### src/atia_pkg.sv
package atia_pkg;

  localparam logic [31:0] ID_BASE_RESET = 32'd1000;

  localparam logic OP_LOOKUP  = 1'b0;
  localparam logic OP_PRELOAD = 1'b1;

  typedef enum logic [5:0] {
    ST_IDLE    = 6'b000001,
    ST_DECIDE  = 6'b000010,
    ST_SCAN    = 6'b000100,
    ST_MISS    = 6'b001000,
    ST_PRELOAD = 6'b010000,
    ST_UNUSED  = 6'b100000
  } state_t;

  // controller to datapath
  typedef struct packed {
    logic load;
    logic scan;
    logic fin_hit;
    logic fin_miss;
    logic fin_preload;
  } cmd_t;

  // datapath to controller
  typedef struct packed {
    logic op_preload;
    logic empty;
    logic hit;
    logic last_cmp;
  } sts_t;

endpackage

### src/atia_ctrl.sv
module atia_ctrl (
  input  logic           clk,
  input  logic           rst_n,
  input  logic           start,
  input  atia_pkg::sts_t sts,
  output atia_pkg::cmd_t cmd,
  output logic           busy
);

  atia_pkg::state_t state_r, state_nxt;

  always_ff @(posedge clk) begin
    if (!rst_n) begin
      state_r <= atia_pkg::ST_IDLE;
    end else begin
      state_r <= state_nxt;
    end
  end

  always_comb begin
    state_nxt = state_r;
    cmd       = '0;
    unique case (state_r)
      atia_pkg::ST_IDLE: begin
        if (start) begin
          cmd.load  = 1'b1;
          state_nxt = atia_pkg::ST_DECIDE;
        end
      end
      atia_pkg::ST_DECIDE: begin
        priority if (sts.op_preload) begin
          state_nxt = atia_pkg::ST_PRELOAD;
        end else if (sts.empty) begin
          state_nxt = atia_pkg::ST_MISS;
        end else begin
          state_nxt = atia_pkg::ST_SCAN;
        end
      end
      atia_pkg::ST_SCAN: begin
        cmd.scan = 1'b1;
        priority if (sts.hit) begin
          cmd.fin_hit = 1'b1;
          state_nxt   = atia_pkg::ST_IDLE;
        end else if (sts.last_cmp) begin
          state_nxt = atia_pkg::ST_MISS;
        end
      end
      atia_pkg::ST_MISS: begin
        cmd.fin_miss = 1'b1;
        state_nxt    = atia_pkg::ST_IDLE;
      end
      atia_pkg::ST_PRELOAD: begin
        cmd.fin_preload = 1'b1;
        state_nxt       = atia_pkg::ST_IDLE;
      end
      default: begin
        state_nxt = atia_pkg::ST_IDLE;
      end
    endcase
  end

  assign busy = (state_r != atia_pkg::ST_IDLE);

endmodule

### src/atia_dp.sv
module atia_dp #(
  parameter int TABLE_ENTRIES = 16
) (
  input  logic           clk,
  input  logic           rst_n,
  input  atia_pkg::cmd_t cmd,
  output atia_pkg::sts_t sts,
  input  logic           in_operation,
  input  logic [63:0]    in_ext_address,
  input  logic [31:0]    in_preload_id,
  input  logic           cfg_we,
  input  logic [31:0]    cfg_wdata,
  output logic           out_valid,
  output logic [31:0]    out_device_number,
  output logic           out_newly_assigned,
  output logic           out_status
);

  localparam int IDX_W = (TABLE_ENTRIES > 1) ? $clog2(TABLE_ENTRIES) : 1;
  localparam int CNT_W = $clog2(TABLE_ENTRIES + 1);
  localparam logic [CNT_W-1:0] FULL_CNT = CNT_W'(TABLE_ENTRIES);

  logic [63:0] mem_addr [TABLE_ENTRIES];
  logic [31:0] mem_num  [TABLE_ENTRIES];

  logic             op_r;
  logic [63:0]      key_r;
  logic [31:0]      pid_r;
  logic [CNT_W-1:0] fill_r;
  logic [31:0]      last_r, last_nxt;
  logic [IDX_W-1:0] rd_idx_r;
  logic [IDX_W-1:0] cmp_idx_r;
  logic             pend_r;
  logic [63:0]      rd_addr_q;
  logic [31:0]      rd_num_q;

  logic             out_valid_r;
  logic [31:0]      out_num_r;
  logic             out_new_r;
  logic             out_full_r;

  logic [IDX_W-1:0] last_idx;
  logic [IDX_W-1:0] wr_idx;
  logic             full;
  logic             do_write;
  logic [31:0]      wr_num;

  assign last_idx = IDX_W'(fill_r - CNT_W'(1));
  assign wr_idx   = fill_r[IDX_W-1:0];
  assign full     = (fill_r == FULL_CNT);
  assign do_write = (cmd.fin_miss || cmd.fin_preload) && !full;
  assign wr_num   = cmd.fin_preload ? pid_r : (last_r + 32'd1);

  always_comb begin
    last_nxt = last_r;
    if (do_write) begin
      if (cmd.fin_preload) begin
        if (last_r < pid_r) begin
          last_nxt = pid_r;
        end
      end else begin
        last_nxt = last_r + 32'd1;
      end
    end
  end

  // table storage, one write port at the fill index, one registered read
  always_ff @(posedge clk) begin
    if (do_write) begin
      mem_addr[wr_idx] <= key_r;
      mem_num[wr_idx]  <= wr_num;
    end
    rd_addr_q <= mem_addr[rd_idx_r];
    rd_num_q  <= mem_num[rd_idx_r];
  end

  always_ff @(posedge clk) begin
    if (cmd.load) begin
      op_r  <= in_operation;
      key_r <= in_ext_address;
      pid_r <= in_preload_id;
    end
    cmp_idx_r <= rd_idx_r;
  end

  always_ff @(posedge clk) begin
    if (!rst_n) begin
      fill_r   <= '0;
      last_r   <= atia_pkg::ID_BASE_RESET;
      rd_idx_r <= '0;
      pend_r   <= 1'b0;
    end else begin
      if (cfg_we) begin
        last_r <= cfg_wdata;
      end else begin
        last_r <= last_nxt;
      end
      if (do_write) begin
        fill_r <= fill_r + CNT_W'(1);
      end
      if (cmd.load) begin
        rd_idx_r <= '0;
        pend_r   <= 1'b0;
      end else if (cmd.scan) begin
        pend_r <= 1'b1;
        if (rd_idx_r != last_idx) begin
          rd_idx_r <= rd_idx_r + IDX_W'(1);
        end
      end
    end
  end

  always_ff @(posedge clk) begin
    if (!rst_n) begin
      out_valid_r <= 1'b0;
    end else begin
      out_valid_r <= cmd.fin_hit || cmd.fin_miss || cmd.fin_preload;
    end
  end

  always_ff @(posedge clk) begin
    priority if (cmd.fin_hit) begin
      out_num_r  <= rd_num_q;
      out_new_r  <= 1'b0;
      out_full_r <= 1'b0;
    end else if (cmd.fin_miss || cmd.fin_preload) begin
      out_num_r  <= full ? 32'd0 : wr_num;
      out_new_r  <= !full;
      out_full_r <= full;
    end else begin
      out_num_r  <= out_num_r;
      out_new_r  <= out_new_r;
      out_full_r <= out_full_r;
    end
  end

  assign sts.op_preload = (op_r == atia_pkg::OP_PRELOAD);
  assign sts.empty      = (fill_r == '0);
  assign sts.hit        = pend_r && (rd_addr_q == key_r);
  assign sts.last_cmp   = pend_r && (cmp_idx_r == last_idx);

  assign out_valid          = out_valid_r;
  assign out_device_number  = out_num_r;
  assign out_newly_assigned = out_new_r;
  assign out_status         = out_full_r;

  a_fill_bound: assert property (@(posedge clk) disable iff (!rst_n)
    fill_r <= FULL_CNT)
    else $error("fill count beyond table size");

  a_fill_grows_with_new: assert property (@(posedge clk) disable iff (!rst_n)
    (fill_r != $past(fill_r)) |-> (out_valid_r && out_new_r))
    else $error("entry appended without a new-entry result");

  a_strobe_single: assert property (@(posedge clk) disable iff (!rst_n)
    out_valid_r |=> !out_valid_r)
    else $error("result strobe held over two cycles");

  a_full_not_new: assert property (@(posedge clk) disable iff (!rst_n)
    (out_valid_r && out_full_r) |-> (!out_new_r && (out_num_r == 32'd0)))
    else $error("full result carries an entry");

endmodule

### src/address_to_id_assign_table.sv
// address to device number table with id allocation
//
// input beat: start high while busy is low hands over in_operation,
// in_ext_address and in_preload_id. lookup (operation 0) scans the filled
// entries in insertion order, one entry per cycle through the table's
// registered read port; a miss appends the address with the next counter
// value. preload (operation 1) appends the given pair without a duplicate
// check, raising the counter to that id if larger; no append when full.
// result beat: out_valid is high for exactly one cycle with the device
// number, the new-entry flag and the full status. the receiver cannot
// stall, so results are never held off.
// sequence: a preload passes the decide and preload states before the
// strobe; a lookup passes decide, then scans over the table's registered
// read port until a hit or the last filled entry (then the miss state),
// and an empty table goes from decide to the miss state. busy drops as
// the strobe rises.
// config: cfg_we loads cfg_wdata as the id base and so resets the counter;
// the user must write it only while idle; the block does not enforce it.
// reset: synchronous, rst_n low empties the table (fill count zero) and
// loads the counter with 1000; no clearing pass is needed.
module address_to_id_assign_table #(
  parameter int TABLE_ENTRIES = 16
) (
  input  logic        clk,
  input  logic        rst_n,
  input  logic        start,
  output logic        busy,
  input  logic        in_operation,
  input  logic [63:0] in_ext_address,
  input  logic [31:0] in_preload_id,
  input  logic        cfg_we,
  input  logic [31:0] cfg_wdata,
  output logic        out_valid,
  output logic [31:0] out_device_number,
  output logic        out_newly_assigned,
  output logic        out_status
);

  atia_pkg::cmd_t cmd;
  atia_pkg::sts_t sts;

  // sequencer: decides preload, scan or append and issues one finish command
  atia_ctrl u_ctrl (
    .clk   (clk),
    .rst_n (rst_n),
    .start (start),
    .sts   (sts),
    .cmd   (cmd),
    .busy  (busy)
  );

  // table memory, fill count, id counter and result registers
  atia_dp #(
    .TABLE_ENTRIES (TABLE_ENTRIES)
  ) u_dp (
    .clk                (clk),
    .rst_n              (rst_n),
    .cmd                (cmd),
    .sts                (sts),
    .in_operation       (in_operation),
    .in_ext_address     (in_ext_address),
    .in_preload_id      (in_preload_id),
    .cfg_we             (cfg_we),
    .cfg_wdata          (cfg_wdata),
    .out_valid          (out_valid),
    .out_device_number  (out_device_number),
    .out_newly_assigned (out_newly_assigned),
    .out_status         (out_status)
  );

endmodule
### config.mk
export PLATFORM = sky130hd
export DESIGN_NAME = address_to_id_assign_table
export DESIGN_NICKNAME = d
export VERILOG_FILES = /design/src/atia_pkg.sv /design/src/atia_ctrl.sv /design/src/atia_dp.sv /design/src/address_to_id_assign_table.sv
export SDC_FILE = /design/constraint.sdc
export NUM_CORES = 2
export LEC_CHECK = 0
export BUFFER_PORTS_ARGS = -buffer_cell sky130_fd_sc_hd__buf_2
export CAP_MARGIN = 5
export CORE_UTILIZATION = 62
export DETAILED_ROUTE_END_ITERATION = 8
export PLACE_DENSITY = 0.85
export SYNTH_ARGS = -nofsm -noshare
export SYNTH_HDL_FRONTEND = slang
export SYNTH_SLANG_ARGS = --single-unit
### constraint.sdc
create_clock -name clk -period 8.4 [get_ports clk]
set_clock_uncertainty 0.2 [all_clocks]
set_input_delay 0.84 -clock clk [delete_from_list [all_inputs] [get_ports clk]]
set_output_delay 0.84 -clock clk [all_outputs]
set_load 0.005 [all_outputs]
# Word level (Yosys, flattened, before mapping)
# Memory sizes are Yosys's and may differ from the RTL's. A register that Yosys moved wholly into a read port is not among the register bits.
# Index checks and enable logic that the tools add are counted.
# totals
n_memories	2
ram_bits	1536
in_bits	133
elab_cells	70
reg_bits	184
# memory_table
name	depth	width	read_ports	rd_clocked_by_memory_dff	wr	line	source
u_dp.mem_addr	16	64	1	1	1	atia_dp.sv:23	logic [63:0] mem_addr [TABLE_ENTRIES];
u_dp.mem_num	16	32	1	1	1	atia_dp.sv:24	logic [31:0] mem_num [TABLE_ENTRIES];
# op_classes
bitwise	1
n_mux	22
n_addsub	4
n_eq_ne	13
reduce_logical	14
n_lt_le_gt_ge	1
# op_table
operator	count
$mux 32	8
$eq 64x64->1	1
$add 32x1->32 const B	1
$lt 32x32->1	1
$mux 6	4
$pmux 6 s3	1
$mux 1	7
$eq 6x1->1 const B	1
$eq 6x2->1 const B	1
$eq 6x3->1 const B	1
$eq 6x4->1 const B	1
$eq 6x5->1 const B	1
$ne 3x3->1 const B	2
$ne 6x1->1 const B	1
$reduce_and 2->1	3
$add 5x1->5 const B	1
$eq 5x5->1 const B	1
$logic_not 5->1	1
$add 4x1->4 const B	1
$eq 4x4->1	1
$mux 4	1
$ne 4x4->1	1
$reduce_bool 2->1	2
$sub 4x1->4 const B	1
other kinds (7)	11

# Longest topological paths before layout
# depth
depth_word	6
mapped_depth	12

# Modules after synthesis
# Synthesis repeated with hierarchy kept, for this count alone.
# hier_totals
cells_unflattened	3098
hier_area_um2	68704.6
# modules_own_cells
module	cells_per_inst	instances	area_each_um2
atia_dp	3065	1	68433.1
atia_ctrl	33	1	271.5

# Worst setup path after synthesis
# OpenSTA, ideal clock, no wires.
# synth_timing
kind	reg2reg
start	register u_ctrl.state_r[0]
end	memory u_dp.mem_addr[0][0] (enable)
required_ps	7649
stages_incl_launch_ff	5
setup_time_ps	551
path_slack_ps	2485
arrival_time_ps	5163
period_less_slack_ps	5915
cell_sequence	dfxtp_1 -> or2_1 -> buf_2 -> or3_1 -> nor2_1
# synth_via
elab_chain_len	6
word_cells_on_any_way	8
classes_between	eq/ne: 2; mux: 4; reduce/logical: 2
# synth_rtl
element	line	source
start, declared	atia_ctrl.sv:10	atia_pkg::state_t state_r, state_nxt;
start signal, assigned	atia_ctrl.sv:14	state_r <= atia_pkg::ST_IDLE;
start signal, assigned	atia_ctrl.sv:16	state_r <= state_nxt;
$eq 6x4->1 / $eq 6x5->1 (equally long branches)	atia_ctrl.sv:23	unique case (state_r)
$mux 1	atia_ctrl.sv:23	
$logic_or 1x1->1 (*)	atia_dp.sv:51	assign do_write = (cmd.fin_miss || cmd.fin_preload) && !full;
$logic_and 1x1->1 (*)	atia_dp.sv:51	
$mux 1 (*)	atia_dp.sv:69	if (do_write) begin
$mux 1 (not written as such) (*)	atia_dp.sv:70	mem_addr[wr_idx] <= key_r;
end, declared	atia_dp.sv:23	
# Mark *: on every way between the ends. The rest lies on a longest branch, timed or not.

# Final worst setup path
# layout_timing
start	register u_dp.key_r[21]
end	register u_dp.out_num_r[8], in the netlist u_dp.out_device_number[8] (enable)
# layout_via
elab_chain_len	5
# layout_rtl
element	line	source
start, declared	atia_dp.sv:27	logic [63:0] key_r;
start signal, assigned	atia_dp.sv:80	key_r <= in_ext_address;
$eq 64x64->1	atia_dp.sv:139	assign sts.hit = pend_r && (rd_addr_q == key_r);
$logic_and 1x1->1	atia_dp.sv:139	
$mux 1	atia_ctrl.sv:41	priority if (sts.hit) begin
$mux 2	atia_ctrl.sv:23	
$reduce_bool 2->1 (no source line)	--	
end signal, assigned	atia_dp.sv:123	out_num_r <= rd_num_q;
end signal, assigned	atia_dp.sv:127	out_num_r <= full ? 32'd0 : wr_num;
end signal, assigned	atia_dp.sv:131	out_num_r <= out_num_r;
end, declared	atia_dp.sv:38	logic [31:0] out_num_r;
# Every way passes these cells.
# A chain may end at the register's enable or synchronous reset.

==> impl_summary.txt <==
----------------------------------------------------
[Timing]
  RSZ-0062 raised after global routing ... no
  Slew headroom ... just over 8%
  Final worst path period need ... ~5000 ps
  Final number of hold-violating endpoints ... 0
  Highest achievable clock rate ... between 0.2 and 0.25 GHz
  Number of failing setup endpoints in the final timing report ... 0
  Total count of max-transition violations in the final report ... 0
  Share of the clock period used by the worst path ... roughly 60%
  Final setup margin ... about 3400 ps
  Total Negative Setup Slacks ... 0 ps
  Worst hold margin ... ~31 ps
  Actual transition at the worst max-transition pin ... between 1000 and 1500 ps

[Drt]
  DR vias/cell ... approximately 7.1
  Routed Antenna Nets ... 0
  Number of DRC markers in iteration 0 ... 5742
  Total via count in the routed design ... about 36000
  Routed wire per std cell ... ~35 um
  DRC viols ... 0
  Routed wire length ... between 150 and 200 mm
  Number of detailed-routing iterations run before antenna repair ... 6

[Setup path]
  Category of the worst setup path capture point ... register
  Worst setup SP type ... register
  Cell mode on critical path ... buf_4
  Arrival time of data at the critical path endpoint ... 5240 ps
  Start of the worst register-to-register path ... u_dp.key_r[21]$_DFFE_PP_
  Crit Path Max Fanout ... 36
  Required arrival time at the worst endpoint ... around 8700 ps
  Worst path cell trace ... xor2_1, nor4_1, nand4_1, nor3_1, nand4b_1, buf_4, nand2_1, buf_4
  Cell with the biggest individual delay on the critical path ... nor4_1
  Worst reg-to-reg path cell count ... 8
  Slowest cell delay on critical path ... 710 ps
  Reg-to-reg setup timing slack ... around 3400 ps
  Type of the setup path with the least slack ... reg -> reg
  FF-to-FF End ... u_dp.out_device_number[8]$_DFFE_PP_

[Logic synthesis]
  Post-synthesis instance total ... between 3000 and 4000
  Synthesized area ... a little under 0.07 mm^2
  Share of flip-flops with an asynchronous set or reset after synthesis ... 0%
  Sequential fraction of the synthesis area ... around three quarters
  YS warnings ... 0
  Top_reg_cell synth ... edfxtp_1
  Number of synthesized register bits ... approximately 1800
  Number of different library cells in the post-synthesis netlist ... 83
  Net count of the mapped netlist ... roughly 3400
  Number of enable flip-flop cells after synthesis ... roughly 1700
  Synthesized area per cell ... roughly 22 um^2

[Worst hold path]
  Worst hold path startpoint ... in_preload_id[19]
  Worst Hold Depth ... 1
  Hold endpoint ... u_dp.pid_r[19]$_DFFE_PP_
  HP Class ... in -> reg

[GRT]
  Number of antenna violations at the first check in global routing ... 4
  Number of global-route vias before repair ... roughly 36000
  Global-route congestion overflow total ... 0
  Maximum number of pins on one net before global-route repair ... roughly 130
  Wire length of the first global-routing pass ... 257 mm
  Overall track demand over capacity in global routing ... between 30 and 40%

[Outcome]
  Result of the run ... finished clean

[Floorplan]
  Floorplan row count ... ~120
  CORE AREA ... between 0.1 and 0.15 mm^2
  Starting density of the core ... a little over three fifths
  Die outline width ... 337 um
  I/O pin count ... around 170
  Die area ... 0.113 mm^2
  DIE HEIGHT ... 337 um

[Placed design]
  Routability cong. ... just under 0.9
  Pre-CTS WS ... 3630 ps
  Port bufs ... approximately 170
  Final HPWL DP ... slightly below 90 mm

[Clock tree]
  CTS HTree Levels ... 4
  Clock transition time at the flip-flop clock pins of the worst setup and hold paths ... 60 ps
  Clock latency on the worst-skew pair ... approximately 800 ps
  CTS max path bufs ... 3
  Cts bufs inserted ... 170
  # clock sinks ... 1815
  CTS tree ... yes
  Setup Buffers After CTS ... 0
  Cell at the root of the clock tree ... clkbuf_16

[Pwr]
  PD cells ... ~240 mW/mm^2
  P_leak ... between 20 and 25 nW
  IR Drop Worst-Case VDD ... 0.000182 V

[Finish]
  Share of layout cells above drive strength 1 ... 28.4%
  Layout Area Growth over Synthesis ... 12.5%
  Net count, final ... between 3000 and 4000

[Flow run]
  Count of maximum capacitance violations ... 0

----------------------------------------------------
## cells in the final DEF, fill, tap and decap left out, types with 28 or more instances in the layout
master	n
a21oi_1	54
buf_2	168
edfxtp_1	1665
nor2_1	66
mux4_2	480
o21ai_0	30
xor2_1	39
clkbuf_16	172
dlygate4sd3_1	33
ha_1	37
inv_1	83
mux2i_1	29
dfxtp_1	146
buf_4	60
nand2_1	72
xnor2_1	43
clkbuf_1	47
clkinv_2	28
## state kept, by name, indices dropped and copies added (netlist names)
name                     count
u_ctrl.state_r               5
u_dp.cmp_idx_r               4
u_dp.fill_r                  5
u_dp.key_r                  64
u_dp.last_r                 32
u_dp.mem_addr             1024
u_dp.mem_num               512
u_dp.op_r                    1
u_dp.out_device_number      32
u_dp.out_newly_assigned      1
u_dp.out_status              1
u_dp.out_valid               1
u_dp.pend_r                  1
u_dp.pid_r                  32
u_dp.rd_addr_q              64
u_dp.rd_idx_r                4
u_dp.rd_num_q               32
## synth_stat cells (4+ instances only)
library cell  instances  area (um^2)
nand4_1              17          106
mux2_2               15          169
nand2b_1             10         62.6
and3_1                6         37.5
nand3_1              22          110
o311ai_1              5         43.8
buf_1                41          154
o41ai_1               4         35.0
nor4_1               21          131
nand2_1              73          274
buf_2                19         95.1
o21ai_0              36          180
ha_1                 37          463
or3_1                 5         31.3
and2_1               10         62.6
nor3_1               18         90.1
clkbuf_1             85          319
a31oi_1               5         31.3
buf_6                 9          101
mux4_2              480        10800
o22ai_1               8         50.1
nor4_4                4         85.1
nor2b_1              10         62.6
o31ai_1               9         67.6
edfxtp_1           1665        50000
nor2_1               67          251
inv_1                84          315
a211oi_1             22          165
mux2i_1              29          290
and4_1               13          114
o21a_1                4         30.0
xnor2_1              43          377
a21oi_1              54          270
a221oi_1              5         43.8
xor2_1               39          342
or4_1                 4         30.0
dfxtp_1             150         3000
## layer usage
layer,vias up,part of all wire (%),global-route usage (%)
met5,-,0.0039,0
met4,2,5.0,14.9
met3,581,11,5.63
met2,3163,49,52.6
met1,18600,35,43.1
li1,13900,-,-
## timing repair
action,4_1_cts,5_1_grt
endpoints found under the hold margin,33,0
resized for setup,0,0
hold buffers,33,0
## area by class of cell
cell class              instances  area [um^2]
well taps                    1488         1860
diodes                          2         5.00
inverters                      85          324
flip-flops and latches       1815        53000
clock inverters                85         1030
repair buffers                265         1700
multi-input cells            1138        15500
clock buffers                 234         4690
fillers                      5950        32700
## through the flow
| step | power [W] | instances | instance area (um^2) | util (%) |
|---|---|---|---|---|
| final | 0.0184 | 5112 | 78200 | 70.5 |
| after global routing | 0.0188 | 5111 | 78200 | 70.5 |
| after CTS | 0.0184 | 5104 | 78100 | 70.5 |
| after detailed placement | 0.0106 | 4752 | 72100 | 65.0 |
| after global placement | 0.0106 | 4752 | 72100 | 65.0 |
| after floorplan | 0.0104 | 3193 | 69500 | - |
## how the worst max path moves through the flow
stage / from / endpoint / slack, ps / cells past startpoint
floorplan: u_ctrl.state_r[0]$_SDFFE_PN1P_ / u_dp.mem_addr[0][0]$_DFFE_PP_ / 2490 / 4
detailed placement: u_dp.key_r[21]$_DFFE_PP_ / u_dp.out_device_number[9]$_DFFE_PP_ / 3630 / 8
finish: u_dp.key_r[21]$_DFFE_PP_ / u_dp.out_device_number[8]$_DFFE_PP_ / 3420 / 8
CTS: u_dp.key_r[21]$_DFFE_PP_ / u_dp.out_device_number[8]$_DFFE_PP_ / 3390 / 8
global route: u_dp.key_r[21]$_DFFE_PP_ / u_dp.out_device_number[8]$_DFFE_PP_ / 3300 / 8
global placement: u_dp.key_r[21]$_DFFE_PP_ / u_dp.out_device_number[9]$_DFFE_PP_ / 3880 / 8
## critical path, delay by kind of cell, from the launching register on
family                 cells  cell delay [ps]
AND/OR/NAND/NOR            5             2650
buffers and inverters      2              810
XOR/XNOR                   1              310
flip-flops                 1              610
## power by group
part	switching (W)	internal, W	leakage [nW]
sequential	0.000135	0.00995	16.3
combinational	0.000232	0.000112	5.73
clock	0.00352	0.00442	2.77
total	0.00389	0.0145	24.8
## logic make-up after synthesis
| logic type | count (synthesis) | synth area share, % |
|---|---|---|
| compound gates | 194 | 1.95 |
| flops | 1815 | 76.3 |
| simple gates | 299 | 2.36 |
| fa+ha+maj | 37 | 0.666 |
| xor+xnor | 83 | 1.07 |
| buf+inv | 240 | 1.43 |
| mux | 525 | 16.2 |
Power figures use the tool's default switching activity.
